--- src/design/qmr_pkg.sv ---
// Shared types, constants and helpers for the quantized multiply-requantize block.
package qmr_pkg;

    localparam int unsigned ByteW    = 8;
    localparam int unsigned DiffW    = 9;   // zero-point difference, -255..255
    localparam int unsigned ProdW    = 17;  // product of differences, |d| <= 65025
    localparam int unsigned MultW    = 31;
    localparam int unsigned ShiftW   = 6;
    localparam int unsigned ScaledW  = 48;  // |d * mult| < 2^47
    localparam int unsigned WideW    = 64;  // fraction compare width
    localparam int unsigned ClampW   = 11;  // floored value clamped to -1024..1023
    localparam int unsigned SumW     = 12;
    localparam int unsigned CfgIdxW  = 3;
    localparam int unsigned CfgDataW = 31;

    localparam logic [MultW-1:0]  ScaleMultReset  = 31'd1073741824;
    localparam logic [ShiftW-1:0] ScaleShiftReset = 6'd30;

    typedef enum logic [CfgIdxW-1:0] {
        CFG_SIGNED_MODE  = 3'd0,
        CFG_A_ZERO_POINT = 3'd1,
        CFG_B_ZERO_POINT = 3'd2,
        CFG_Y_ZERO_POINT = 3'd3,
        CFG_SCALE_MULT   = 3'd4,
        CFG_SCALE_SHIFT  = 3'd5
    } cfg_index_t;

    typedef logic signed [DiffW-1:0]   diff_t;
    typedef logic signed [ProdW-1:0]   prod_t;
    typedef logic signed [ScaledW-1:0] scaled_t;

    typedef struct packed {
        logic               signed_mode;
        logic [ByteW-1:0]   a_zero_point;
        logic [ByteW-1:0]   b_zero_point;
        logic [ByteW-1:0]   y_zero_point;
        logic [MultW-1:0]   scale_mult;
        logic [ShiftW-1:0]  scale_shift;
    } cfg_t;

    // Raw byte read as unsigned 0..255 or two's complement -128..127.
    function automatic diff_t byte_value(input logic [ByteW-1:0] raw, input logic signed_mode);
        byte_value = signed_mode ? {raw[ByteW-1], raw} : {1'b0, raw};
    endfunction

endpackage

--- src/design/qmr_diff.sv ---
// Zero-point subtraction stage followed by the operand product stage.
module qmr_diff (
    input  logic                  aclk,
    input  logic                  aresetn,
    input  qmr_pkg::cfg_t         cfg,
    input  logic                  in_valid,
    output logic                  in_ready,
    input  logic [7:0]            a_value,
    input  logic [7:0]            b_value,
    output logic                  out_valid,
    input  logic                  out_ready,
    output qmr_pkg::prod_t        out_prod
);

    logic                 v1_reg;
    qmr_pkg::diff_t       da_reg, db_reg;
    logic                 v2_reg;
    qmr_pkg::prod_t       prod_reg;
    logic                 r1, r2;
    logic signed [9:0]    da_next, db_next;
    logic signed [17:0]   prod_full;

    assign r2       = !v2_reg || out_ready;
    assign r1       = !v1_reg || r2;
    assign in_ready = r1;

    assign da_next = 10'(qmr_pkg::byte_value(a_value, cfg.signed_mode))
                   - 10'(qmr_pkg::byte_value(cfg.a_zero_point, cfg.signed_mode));
    assign db_next = 10'(qmr_pkg::byte_value(b_value, cfg.signed_mode))
                   - 10'(qmr_pkg::byte_value(cfg.b_zero_point, cfg.signed_mode));
    assign prod_full = 18'(da_reg) * 18'(db_reg);

    always_ff @(posedge aclk) begin
        if (!aresetn) begin
            v1_reg <= 1'b0;
            v2_reg <= 1'b0;
        end else begin
            if (r1) begin
                v1_reg <= in_valid;
            end
            if (r2) begin
                v2_reg <= v1_reg;
            end
        end
    end

    always_ff @(posedge aclk) begin
        if (r1 && in_valid) begin
            da_reg <= da_next[8:0];
            db_reg <= db_next[8:0];
        end
        if (r2 && v1_reg) begin
            prod_reg <= prod_full[16:0];
        end
    end

    assign out_valid = v2_reg;
    assign out_prod  = prod_reg;

endmodule

--- src/design/qmr_scale.sv ---
// Multiplies the operand product by the fixed-point scale mantissa.
module qmr_scale (
    input  logic                  aclk,
    input  logic                  aresetn,
    input  qmr_pkg::cfg_t         cfg,
    input  logic                  in_valid,
    output logic                  in_ready,
    input  qmr_pkg::prod_t        in_prod,
    output logic                  out_valid,
    input  logic                  out_ready,
    output qmr_pkg::scaled_t      out_scaled
);

    logic                 v_reg;
    qmr_pkg::scaled_t     scaled_reg;
    logic signed [48:0]   scaled_full;

    assign in_ready    = !v_reg || out_ready;
    assign scaled_full = 49'(in_prod) * 49'($signed({1'b0, cfg.scale_mult}));

    always_ff @(posedge aclk) begin
        if (!aresetn) begin
            v_reg <= 1'b0;
        end else if (in_ready) begin
            v_reg <= in_valid;
        end
    end

    always_ff @(posedge aclk) begin
        if (in_ready && in_valid) begin
            scaled_reg <= scaled_full[47:0];
        end
    end

    assign out_valid  = v_reg;
    assign out_scaled = scaled_reg;

endmodule

--- src/design/qmr_round.sv ---
// Shift with round-half-even, then zero-point add and saturation into the output register.
module qmr_round (
    input  logic                  aclk,
    input  logic                  aresetn,
    input  qmr_pkg::cfg_t         cfg,
    input  logic                  in_valid,
    output logic                  in_ready,
    input  qmr_pkg::scaled_t      in_scaled,
    output logic                  out_valid,
    input  logic                  out_ready,
    output logic [7:0]            out_value
);

    logic                 v4_reg;
    qmr_pkg::scaled_t     floor_reg;
    logic                 rnd_reg;
    logic                 v5_reg;
    logic [7:0]           value_reg;
    logic                 r4, r5;

    qmr_pkg::diff_t       yzp;
    qmr_pkg::scaled_t     floor_next;
    logic [63:0]          p_wide, mask, frac, half;
    logic                 rnd_next;

    logic signed [10:0]   fl_clamped;
    logic signed [11:0]   total;
    logic signed [11:0]   lo, hi;
    logic signed [11:0]   sat;

    assign r5       = !v5_reg || out_ready;
    assign r4       = !v4_reg || r5;
    assign in_ready = r4;

    assign yzp = qmr_pkg::byte_value(cfg.y_zero_point, cfg.signed_mode);

    // Arithmetic shift gives the floor; the dropped bits of the sign-extended
    // value decide rounding, ties going to the even sum.
    always_comb begin
        floor_next = in_scaled >>> cfg.scale_shift;
        p_wide     = 64'(in_scaled);
        mask       = (64'd1 << cfg.scale_shift) - 64'd1;
        frac       = p_wide & mask;
        half       = 64'd1 << (cfg.scale_shift - 6'd1);
        rnd_next   = (cfg.scale_shift != '0)
                   && ((frac > half) || ((frac == half) && (floor_next[0] ^ yzp[0])));
    end

    always_comb begin
        if (floor_reg > 48'sd1023) begin
            fl_clamped = 11'sd1023;
        end else if (floor_reg < -48'sd1024) begin
            fl_clamped = -11'sd1024;
        end else begin
            fl_clamped = floor_reg[10:0];
        end
        total = 12'(fl_clamped) + 12'(yzp) + $signed({11'd0, rnd_reg});
        lo    = cfg.signed_mode ? -12'sd128 : 12'sd0;
        hi    = cfg.signed_mode ? 12'sd127 : 12'sd255;
        if (total < lo) begin
            sat = lo;
        end else if (total > hi) begin
            sat = hi;
        end else begin
            sat = total;
        end
    end

    always_ff @(posedge aclk) begin
        if (!aresetn) begin
            v4_reg <= 1'b0;
            v5_reg <= 1'b0;
        end else begin
            if (r4) begin
                v4_reg <= in_valid;
            end
            if (r5) begin
                v5_reg <= v4_reg;
            end
        end
    end

    always_ff @(posedge aclk) begin
        if (r4 && in_valid) begin
            floor_reg <= floor_next;
            rnd_reg   <= rnd_next;
        end
        if (r5 && v4_reg) begin
            value_reg <= sat[7:0];
        end
    end

    assign out_valid = v5_reg;
    assign out_value = value_reg;

endmodule

--- src/design/quantized_multiply_requantize.sv ---
// Top level of the quantized multiply-requantize block: configuration registers and stage wiring.
//
// Usage: each word on the s_ channel carries one operand pair (a_value in s_tdata[7:0],
// b_value in s_tdata[15:8]). The block subtracts the operand zero points, multiplies
// the differences, scales by scale_mult * 2^-scale_shift with round-half-even, adds
// the output zero point and saturates to the byte range of the selected mode. One
// result word leaves on the m_ channel (y_value in m_tdata[7:0]) for every input word.
// The datapath is a five-stage pipeline: zero-point subtract, operand product, scale
// multiply, shift and round, then zero-point add and saturation into the output
// register. An accepted word moves through the stage registers in this order, and
// m_tvalid rises when it reaches the output register; one word is taken every cycle
// while m_tready stays high.
// When the receiver stalls, each stage holds its word, and the pipeline keeps taking
// input until every stage is full, so bubbles are squeezed out and nothing is lost.
// Reset (aresetn low, synchronous) empties the pipeline and loads the registers with
// a unity scale and zero zero points in unsigned mode. The configuration channel is
// always ready; write it only while no word is in flight. Unknown indexes are ignored.
module quantized_multiply_requantize (
    input  logic        aclk,
    input  logic        aresetn,
    // Configuration write channel
    input  logic        cfg_valid,
    output logic        cfg_ready,
    input  logic [2:0]  cfg_index,
    input  logic [30:0] cfg_data,
    // Input channel
    input  logic        s_tvalid,
    output logic        s_tready,
    input  logic [15:0] s_tdata,   // [7:0] a_value, [15:8] b_value
    // Result channel
    output logic        m_tvalid,
    input  logic        m_tready,
    output logic [7:0]  m_tdata    // [7:0] y_value
);

    qmr_pkg::cfg_t     cfg_reg;
    qmr_pkg::cfg_t     cfg_next;

    logic              diff_valid, diff_ready;
    qmr_pkg::prod_t    diff_prod;
    logic              scale_valid, scale_ready;
    qmr_pkg::scaled_t  scale_value;

    assign cfg_ready = 1'b1;

    // Only the low bits of the data bus that fit the selected register are kept.
    always_comb begin
        cfg_next = cfg_reg;
        if (cfg_valid) begin
            unique case (cfg_index)
                qmr_pkg::CFG_SIGNED_MODE:  cfg_next.signed_mode  = cfg_data[0];
                qmr_pkg::CFG_A_ZERO_POINT: cfg_next.a_zero_point = cfg_data[7:0];
                qmr_pkg::CFG_B_ZERO_POINT: cfg_next.b_zero_point = cfg_data[7:0];
                qmr_pkg::CFG_Y_ZERO_POINT: cfg_next.y_zero_point = cfg_data[7:0];
                qmr_pkg::CFG_SCALE_MULT:   cfg_next.scale_mult   = cfg_data[30:0];
                qmr_pkg::CFG_SCALE_SHIFT:  cfg_next.scale_shift  = cfg_data[5:0];
                default:                   cfg_next = cfg_reg;
            endcase
        end
    end

    always_ff @(posedge aclk) begin
        if (!aresetn) begin
            cfg_reg.signed_mode  <= 1'b0;
            cfg_reg.a_zero_point <= '0;
            cfg_reg.b_zero_point <= '0;
            cfg_reg.y_zero_point <= '0;
            cfg_reg.scale_mult   <= qmr_pkg::ScaleMultReset;
            cfg_reg.scale_shift  <= qmr_pkg::ScaleShiftReset;
        end else begin
            cfg_reg <= cfg_next;
        end
    end

    // Stages one and two: zero-point differences and their product.
    qmr_diff u_diff (
        .aclk      (aclk),
        .aresetn   (aresetn),
        .cfg       (cfg_reg),
        .in_valid  (s_tvalid),
        .in_ready  (s_tready),
        .a_value   (s_tdata[7:0]),
        .b_value   (s_tdata[15:8]),
        .out_valid (diff_valid),
        .out_ready (diff_ready),
        .out_prod  (diff_prod)
    );

    // Stage three: multiply by the scale mantissa.
    qmr_scale u_scale (
        .aclk       (aclk),
        .aresetn    (aresetn),
        .cfg        (cfg_reg),
        .in_valid   (diff_valid),
        .in_ready   (diff_ready),
        .in_prod    (diff_prod),
        .out_valid  (scale_valid),
        .out_ready  (scale_ready),
        .out_scaled (scale_value)
    );

    // Stages four and five: shift and round, then zero-point add and saturate.
    qmr_round u_round (
        .aclk      (aclk),
        .aresetn   (aresetn),
        .cfg       (cfg_reg),
        .in_valid  (scale_valid),
        .in_ready  (scale_ready),
        .in_scaled (scale_value),
        .out_valid (m_tvalid),
        .out_ready (m_tready),
        .out_value (m_tdata)
    );

    // Reset leaves the pipeline empty.
    assert property (@(posedge aclk) !aresetn |=> !m_tvalid)
        else $error("result word valid right after reset");

    // A receiver that always takes words never holds back the input side.
    assert property (@(posedge aclk) disable iff (!aresetn) m_tready |-> s_tready)
        else $error("input stalled while the result channel is ready");

    // An empty output register always leaves room upstream.
    assert property (@(posedge aclk) disable iff (!aresetn) !m_tvalid |-> s_tready)
        else $error("input stalled while the output register is empty");

    // A stalled result word stays valid and unchanged until it is taken.
    assert property (@(posedge aclk) disable iff (!aresetn)
        (m_tvalid && !m_tready) |=> (m_tvalid && $stable(m_tdata)))
        else $error("result word changed while the receiver stalled");

endmodule

--- config.mk ---
export PLATFORM = sky130hd
export DESIGN_NAME = quantized_multiply_requantize
export DESIGN_NICKNAME = d
export VERILOG_FILES = /design/src/design/qmr_pkg.sv /design/src/design/qmr_diff.sv /design/src/design/qmr_scale.sv /design/src/design/qmr_round.sv /design/src/design/quantized_multiply_requantize.sv
export SDC_FILE = /design/constraint.sdc
export NUM_CORES = 2
export LEC_CHECK = 0
export ABC_AREA = 1
export ABC_CLOCK_PERIOD_IN_PS = 8250
export BUFFER_PORTS_ARGS = -buffer_cell sky130_fd_sc_hd__buf_2
export CORE_UTILIZATION = 45
export CTS_CLUSTER_SIZE = 16
export DETAILED_ROUTE_END_ITERATION = 7
export GPL_TIMING_DRIVEN = 1
export PLACE_DENSITY = 0.64
export REMOVE_ABC_BUFFERS = 1
export SYNTH_ARGS = -nofsm -noshare
export SYNTH_HDL_FRONTEND = slang
export SYNTH_SLANG_ARGS = --single-unit
--- constraint.sdc ---
create_clock -name aclk -period 8.25 [get_ports aclk]
set_input_delay 1.65 -clock aclk [delete_from_list [all_inputs] [get_ports aclk]]
set_output_delay 1.65 -clock aclk [all_outputs]
set_load 0.02 [all_outputs]
==> flow_summary.yaml <==
outcome:
  outcome: "finished clean"
cts:
  ctsRootBufferMaster: "clkbuf_16"
  ctsHoldBuffers: 0
  clockBufferDepth: 3
  clock_latency_ns: 0.59
  cts_setup_buffers: 0
  cts_resized: 0
  h-tree-depth: 1
  numCtsBuffers: 26
  clk_pin_slew_worst_paths_ns: 0.06
  cts_sinks: 207
  tritoncts: "built"
global_route:
  gr-total-overflow: 0
  grt_first_pass_wirelength_um: 169000
  antenna_found_initial: 0
  grt_max_degree: 76
  grt_pass1_vias: 31000
  grtUsageTotal: 0.263
layout:
  num_antenna_cells: 0
  layout_common_cells: "1214 x nand2_1, 1078 x inv_1, 505 x fa_1"
  nets: 5630
  final_common_cell: "nand2_1"
  largest_reg_flops: 62
  final_area_sq_um: 38100
  syn_to_final_growth_pct: 5.68
  drive_above_1_share: 0.0518
floorplanning:
  die_h_um: 285
  core_sq_um: 79100
  fp.dieW_um: 285
  io_pins: 66
  die_area_sq_um: 81100
  num_rows: 103
  initial_core_util: 0.455
worst_setup_path:
  end_kind: "flip-flop"
  setup.worst_path.class: "reg -> reg"
  cp.arrival_ns: 7.47
  crit_path_start_kind: "flip-flop"
  worstPathMaxFanout: 26
  required_ns: 8.62
timing:
  hold_viol: 0
  fin_crit_sh: 0.861
  worstMarginPinSlew_ns: 1.24
  min_period_ns: 7.10
  setup_violations: 0
  holdWs_ns: 0.451
  tns_ns: 0
  relSlewSlack: 0.176
  fin_skew_ns: 0.0240
  rsz0062_at_grt: "false"
  finalMaxSlewViolations: 0
  max_clock_freq_mhz: 141
yosys:
  synthCells: 4856
  synth_top_family_by_area: "adder cells"
  synth.distinct_cells: 60
  synth_ff_type: "edfxtp_1"
  synth_area_sq_um: 36000
  synth-xor-area-share: 0.0199
  synth_warnings: 0
  synth-adder-area-share: 0.380
  synth-compound-area-share: 0.0867
  async_reset_ff_frac: 0
  avgSynthCellArea_sq_um: 7.41
  synthMuxAreaShare: 0.00250
  synth-edff-count: 140
  yosys.area_share.simple: 0.218
  ys_seq_area_frac: 0.154
  ys_seq_elements: 207
detailed_routing:
  viasPerCell: 5.26
  drt_iter0_drc: 2532
  wl_um: 105000
  first_pass_iters: 6
  wl_per_cell_um: 17.9
  drcViolationCount: 0
  dr_wl_met3_um: 7150
  antenna_left: 0
  top_layer: "met4"
  wl_met2_um: 49000
  met1_length_um: 46100
  vias: 30800
job:
  drv_cap: 0
pwr:
  power_uw: 12300
  power.internal_uw: 5550
  ir_worst_vdd_uv: 273
  powerDensity_nw_per_um2: 324
  power_frac_seq: 0.164
  p_leak_uw: 0.0204
  power.switching_uw: 6780
  p_sw_frac: 0.550
  power_frac_comb: 0.739
  p_clk_frac: 0.097
placed_design:
  hpwl_um: 85500
  place.gp.congestion: 0.982
  io_buffer_count: 64
  post_dp_cell_area_sq_um: 37200
worst_hold_path:
  hold_path_class: "reg -> reg"
## worst max-delay path, cell delays in order, from the launching register on
cell and delay, ns:
edfxtp_1 1.17, buf_4 0.30, nand2_1 0.08, fa_1 0.52, inv_1 0.06, fa_1 0.53
inv_1 0.05, fa_1 0.50, inv_1 0.05, fa_1 0.46, fa_1 0.54, inv_1 0.05
fa_1 0.52, inv_1 0.04, ha_1 0.37, nand2_1 0.12, nor2_1 0.30, inv_1 0.11
nor4_1 0.46, nand2_1 0.10, nand3_1 0.20, xor2_1 0.34
## metrics by stage
stage / std cells / setup WS, ns / util
floorplan: 4636 / 2.39 / -
global placement: 5807 / 1.26 / 0.470
detailed placement: 5807 / 1.31 / 0.470
CTS: 5855 / 1.30 / 0.481
global route: 5855 / 0.976 / 0.481
finish: 5855 / 1.15 / 0.481
## path summary, 6_finish.rpt
kind / start / cells past startpoint / slack [ns] / endpoint
max: u_diff.out_prod[5] / 21 / 1.15 / u_scale.out_scaled[25]
max reg2reg: u_diff.out_prod[5] / 21 / 1.15 / u_scale.out_scaled[25]
min: cfg_reg[40] / 2 / 0.45 / cfg_reg[40]
min reg2reg: cfg_reg[40] / 2 / 0.45 / cfg_reg[40]
## area by class of cell
type                    count  area [sq um]
clock buffers              29           662
clock inverters            19           215
fillers                  7980         41100
inverters                1093          4110
multi-input cells        3336         25500
flip-flops and latches    207          5550
well taps                1050          1310
repair buffers            121           748
## per-layer routing
layer | vias up | track usage
met5 | - | 0
met4 | 0 | 0.0645
li1 | 14700 | -
met1 | 14800 | 0.362
met3 | 173 | 0.0334
met2 | 1131 | 0.437
## synthesized netlist by cell type, drive strengths merged, types with 4 or more instances
library cell  number  share of area
o211ai            25         0.0052
nor3b              4         0.0011
nand2           1231           0.13
xor2              56          0.014
a21o              10         0.0021
ha               285          0.099
o21bai             7         0.0015
fa               505           0.28
nand3            160          0.023
nor4              29         0.0056
xnor2             26         0.0063
a211oi             4        0.00083
buf               47         0.0068
o211a              4         0.0011
inv             1093           0.11
or2               23         0.0040
nor3              26         0.0038
o21a               8         0.0017
o221ai             9         0.0022
and3               5        0.00087
nand4             46         0.0080
a31oi             20         0.0035
mux2i              9         0.0025
edfxtp           140           0.12
dfxtp             67          0.037
a21boi             7         0.0015
clkbuf           173          0.018
nor2             356          0.040
o21ai            266          0.037
a21oi            195          0.027
## kinds of logic (layout without fill, tap and decap cells)
kind of cell	Yosys count	in the layout
AOI/OAI and AO/OA	568	568
xor gates and xnor gates	82	82
adders and majority gates	790	790
buffers and inverters	1313	1262
DFF	207	207
muxes	9	9
other	2	2
and+or+nand+nor	1885	1885
## power groups by stage
stage | clock (uW) | combinational, uW | sequential, uW
final | 1200 | 9110 | 2020
after CTS | 1230 | 9120 | 2010
after global routing | 1260 | 10400 | 2040
after detailed placement | 0 | 9010 | 2030
after global placement | 0 | 8970 | 2020
after floorplan | 0 | 6370 | 1900
Power figures use the tool's default switching activity.
